--- src/design/risd_pkg.sv ---
// Shared types and constants of the record ranking core.
package risd_pkg;

  // Default capacity of the cell chain.
  localparam int MaxRecordsDefault = 64;
  // Counter width that covers any capacity up to 64 records.
  localparam int CNT_W = 7;

  typedef enum logic [1:0] {
    ST_IDLE,
    ST_SORT,
    ST_EMIT
  } state_t;

  typedef struct packed {
    logic [15:0] record_tag;
    logic [31:0] deaths_total;
    logic [31:0] cases_total;
    logic        last_record;
  } item_t;

  typedef struct packed {
    logic [15:0] ranked_tag;
    logic [31:0] ranked_deaths;
    logic [31:0] ranked_cases;
    logic        final_result;
    logic        overflow;
  } result_t;

  typedef struct packed {
    logic [15:0] tag;
    logic [31:0] deaths;
    logic [31:0] cases;
  } rec_t;

  typedef struct packed {
    logic             load_en;
    logic             sort_en;
    logic             shift_en;
    logic             parity;
    logic             key_sel;
    logic [CNT_W-1:0] wr_idx;
    logic [CNT_W-1:0] count;
  } ctrl_t;

endpackage

--- src/design/risd_cell.sv ---
// One cell of the ranking chain: holds a record, swaps or shifts with its neighbours.
module risd_cell #(
  parameter int IDX = 0
) (
  input  logic           clk,
  input  risd_pkg::ctrl_t ctrl,
  input  risd_pkg::rec_t load_rec,
  input  risd_pkg::rec_t down_rec,
  input  logic           down_swap,
  input  risd_pkg::rec_t up_rec,
  output risd_pkg::rec_t rec,
  output logic           swap
);

  localparam logic ODD = 1'(IDX % 2);

  risd_pkg::rec_t rec_next;
  logic           pair_act;
  logic [31:0]    key_self;
  logic [31:0]    key_up;

  // This cell leads the pair (IDX, IDX+1) on rounds of matching parity.
  assign pair_act = ctrl.sort_en && (ctrl.parity == ODD) &&
                    (risd_pkg::CNT_W'(IDX + 1) < ctrl.count);
  assign key_self = ctrl.key_sel ? rec.cases : rec.deaths;
  assign key_up   = ctrl.key_sel ? up_rec.cases : up_rec.deaths;
  // Strictly smaller only, so equal keys keep arrival order.
  assign swap     = pair_act && (key_self < key_up);

  always_comb begin
    rec_next = rec;
    if (ctrl.load_en && (ctrl.wr_idx == risd_pkg::CNT_W'(IDX))) begin
      rec_next = load_rec;
    end else if (ctrl.shift_en) begin
      rec_next = up_rec;
    end else if (swap) begin
      rec_next = up_rec;
    end else if (down_swap) begin
      rec_next = down_rec;
    end
  end

  always_ff @(posedge clk) begin
    rec <= rec_next;
  end

endmodule

--- config.mk ---
export PLATFORM = sky130hd
export DESIGN_NAME = risd_cell
export DESIGN_NICKNAME = d
export VERILOG_FILES = /design/src/design/risd_pkg.sv /design/src/design/risd_cell.sv
export SDC_FILE = /design/constraint.sdc
export NUM_CORES = 1
export LEC_CHECK = 0
export ABC_AREA = 1
export BUFFER_PORTS_ARGS = -buffer_cell sky130_fd_sc_hd__buf_2
export CELL_PAD_IN_SITES_DETAIL_PLACEMENT = 0
export CELL_PAD_IN_SITES_GLOBAL_PLACEMENT = 1
export CORE_UTILIZATION = 28
export DETAILED_ROUTE_END_ITERATION = 10
export PLACE_DENSITY_LB_ADDON = 0.05
export SLEW_MARGIN = 20
export SYNTH_ARGS = -nofsm -noshare
export SYNTH_HDL_FRONTEND = slang
export SYNTH_SLANG_ARGS = --single-unit
--- constraint.sdc ---
create_clock -name clk -period 7.02 [get_ports clk]
set_input_delay 2.106 -clock clk [delete_from_list [all_inputs] [get_ports clk]]
set_output_delay 2.106 -clock clk [all_outputs]
set_load 0.05 [all_outputs]
==> impl_summary.txt <==
----------------------------------------------------
[Cells and area]
  Max FFs per register ... 80
  Largest registers in the final layout ... rec: 80 flops
  Synthesis-to-layout area growth ... 35.84%
  Fraction of the core area covered by cells at the end of the flow ... 39.17%
  Sequential cell area ... 0.002402 mm2
  Multi-input gate area in the final layout ... 0.003087 mm2
  Register containing the most flip-flops in the final layout ... rec
  Final net count ... 1502
  FILL cells ... 2462
  Share of cells above drive strength 1 ... 33.25%

[Timing]
  Smallest hold slack ... 1.530 ns
  Number of setup violations in the final report ... 0
  Max frequency ... 153.8 MHz
  Max-slew violation count ... 0
  Setup repair after global routing missed its margin ... no
  Tmin final ... 6.502 ns
  Hold Violations, Final ... 0
  Final setup skew ... 0.01250 ns
  Final clock period utilization by the worst path ... 92.62%
  Total Negative Setup Slacks ... 0 ns
  Slew at the pin with the worst max-slew slack ... 1.039 ns
  Worst max-slew margin expressed relative to the limit ... 30.72%

[Placed design]
  Number of buffers inserted by port buffering ... 340
  Detailed-placement wirelength estimate ... 16.44 mm
  Routability Congestion ... 0.7700

[Clock network]
  Count of instances resized after the clock tree is built ... 0
  CTS H-tree depth ... 3
  Clock edge transition at the registers on the reported setup and hold paths ... 0.07 ns
  Clock tree root buffer cell ... clkbuf_16
  Worst skew pair latency ... 0.35 ns
  Buffer count from post-CTS setup fixing ... 0
  CTS tree ... yes
  Sinks on Clock Net ... 80
  CTS buffer count ... 9
  CTS Hold Buffers Added ... 0
  Max Buffers Root-to-Sink ... 2

[Global routing]
  Antenna violations before repair ... 7
  Global router's overall resource usage ... 19.95%
  Via count of the first global-routing pass ... 6728
  Global route overflow ... 0
  Global-route wire length before repair ... 36.10 mm
  Pin count of the biggest net entering global routing ... 82

[Power]
  Fraction of power consumed by the clock network ... 29.3%
  Pint ... 1.113 mW
  Power density cells ... 206.3 mW/mm2
  Sequential power share ... 35.0%
  Net Switching ... 0.6724 mW
  VDD IR-drop max ... 0.0001089 V
  Logic pwr share ... 35.6%
  Leakage power total ... 4.838 nW
  Switching part of the total power ... 37.67%

[Detailed routing]
  Iter 0 DRT Violations ... 266
  Remaining antenna violation count after routing ... 0
  Routed length per instance ... 15.61 um
  Detailed-route via count ... 6688
  DR pass1 iterations ... 5
  DRC violation count after routing ... 0
  Number of vias per cell after detailed routing ... 4.450
  Routed Wire Length ... 23.46 mm

[Logic synthesis]
  Register area share after synthesis ... 37.71%
  Synth warn ... 0
  Post-Synthesis Cell Area ... 0.006371 mm2
  Synthesis-stage register bit count ... 80
  Count of cell types in the netlist ... 23
  Net count after synthesis ... 1191
  Synth Instances ... 899
  Syn avg cell area ... 7.087 um2

[Floorplanning]
  Y dimension of the die ... 152.8 um
  Horizontal die dimension ... 152.8 um
  Core region area ... 0.02209 mm2
  Row cnt ... 54
  Die Outline Area ... 0.02336 mm2
  Starting utilization of the core area ... 28.84%
  I/O pin cnt ... 342

[Worst setup path]
  CP arrival ... 4.40 ns
  Category of the critical setup timing path ... in2out
  Kind of end point of the critical path ... primary output
  Worst path required time ... 4.91 ns
  Highest net fanout along the worst path ... 25
  Sort of element at the start of the critical path ... primary input

[Job]
  Max-cap violations ... 0

[Status]
  Result of the run ... complete, no violations

[Hold path]
  Worst hold path type ... reg2reg

----------------------------------------------------
layout by cell type, fill, tap and decap left out, types with 3 or more instances in the layout:
master	instances
clkbuf_16	9
mux2_2	31
buf_4	8
ha_1	31
inv_2	4
nand3_1	164
nor3_1	3
diode_2	8
inv_1	168
edfxtp_1	80
a21oi_1	14
o21ai_0	34
buf_2	339
buf_12	4
nand2_1	296
nor4_1	3
nor2_1	8
kinds of logic (layout without fill, tap and decap cells):
kind of cell / Yosys count / count (layout) / share of synthesized area, %
other: 0 / 8 / 0
DFF: 80 / 80 / 37.71
buffers and inverters: 223 / 539 / 14.40
and+or+nand+nor: 481 / 481 / 31.99
muxes: 31 / 31 / 5.479
adders and majority gates: 31 / 31 / 6.088
AOI/OAI and AO/OA: 53 / 53 / 4.340
final cells by class:
type,instances,area share [%]
Clock buffer,10,2.646
Clock inverter,6,0.9686
Sequential cell,80,27.76
Tap cell,280,4.048
Inverter,172,7.460
Multi-Input combinational cell,596,35.67
Timing Repair Buffer,351,21.22
Antenna cell,8,0.2313
per-stage QoR:
step                      total power [mW]  instance area, um2  setup WS (ns)  std cells
after detailed placement             1.280                8322         0.4926       1479
after floorplan                      1.079                6376         0.5516        899
after global routing                 1.884                8652         0.3369       1502
after CTS                            1.813                8635         0.4856       1495
after global placement               1.280                8322         0.4917       1479
final                                1.785                8655         0.5180       1503
metal layers:
layer / GRT usage, % / share of wire, %
met1: 23.86 / 43
met2: 34.14 / 48
met3: 5.132 / 6.4
met4: 7.840 / 1.9
met5: 0 / 0
synthesized netlist by cell type (all sizes together):
cell / instances / area, um2
o21ai: 36 / 180.2
edfxtp: 80 / 2402
a211oi: 1 / 7.510
nor2: 8 / 30.03
a21oi: 14 / 70.07
buf: 27 / 181.4
nand2: 298 / 1124
inv: 172 / 645.6
o2111ai: 1 / 8.760
mux2: 31 / 349.1
nand3: 166 / 830.8
nand3b: 1 / 7.510
ha: 31 / 387.9
nor3: 3 / 15.01
nand4: 2 / 12.51
clkbuf: 24 / 90.09
nor4: 3 / 18.77
o21ba: 1 / 10.01
power groups by stage:
stage | logic [mW] | clock network (mW) | registers, mW
6_report | 0.636 | 0.524 | 0.625
5_1_grt | 0.699 | 0.552 | 0.633
4_1_cts | 0.646 | 0.541 | 0.626
3_5_place_dp | 0.644 | 0 | 0.636
3_3_place_gp | 0.644 | 0 | 0.636
2_1_floorplan | 0.240 | 0 | 0.839
final timing paths:
check	from	to	slack [ns]	cells after the start
setup / recovery	ctrl[14]	swap	0.52	11
hold reg to reg	rec[61]	rec[13]	1.53	10
setup reg to reg	rec[30]	rec[49]	3.62	11
hold / removal	rec[61]	rec[13]	1.53	10
worst max-delay path, cell delays in order:
cell	delay [ns]
buf_4	0.30
buf_12	0.20
mux2_2	0.35
ha_1	0.33
a21oi_1	0.15
o21ai_0	0.14
o21ba_1	0.21
nor2_1	0.18
nand2_4	0.09
inv_2	0.05
buf_2	0.28
No activity file was read; power rests on OpenSTA's default activity.
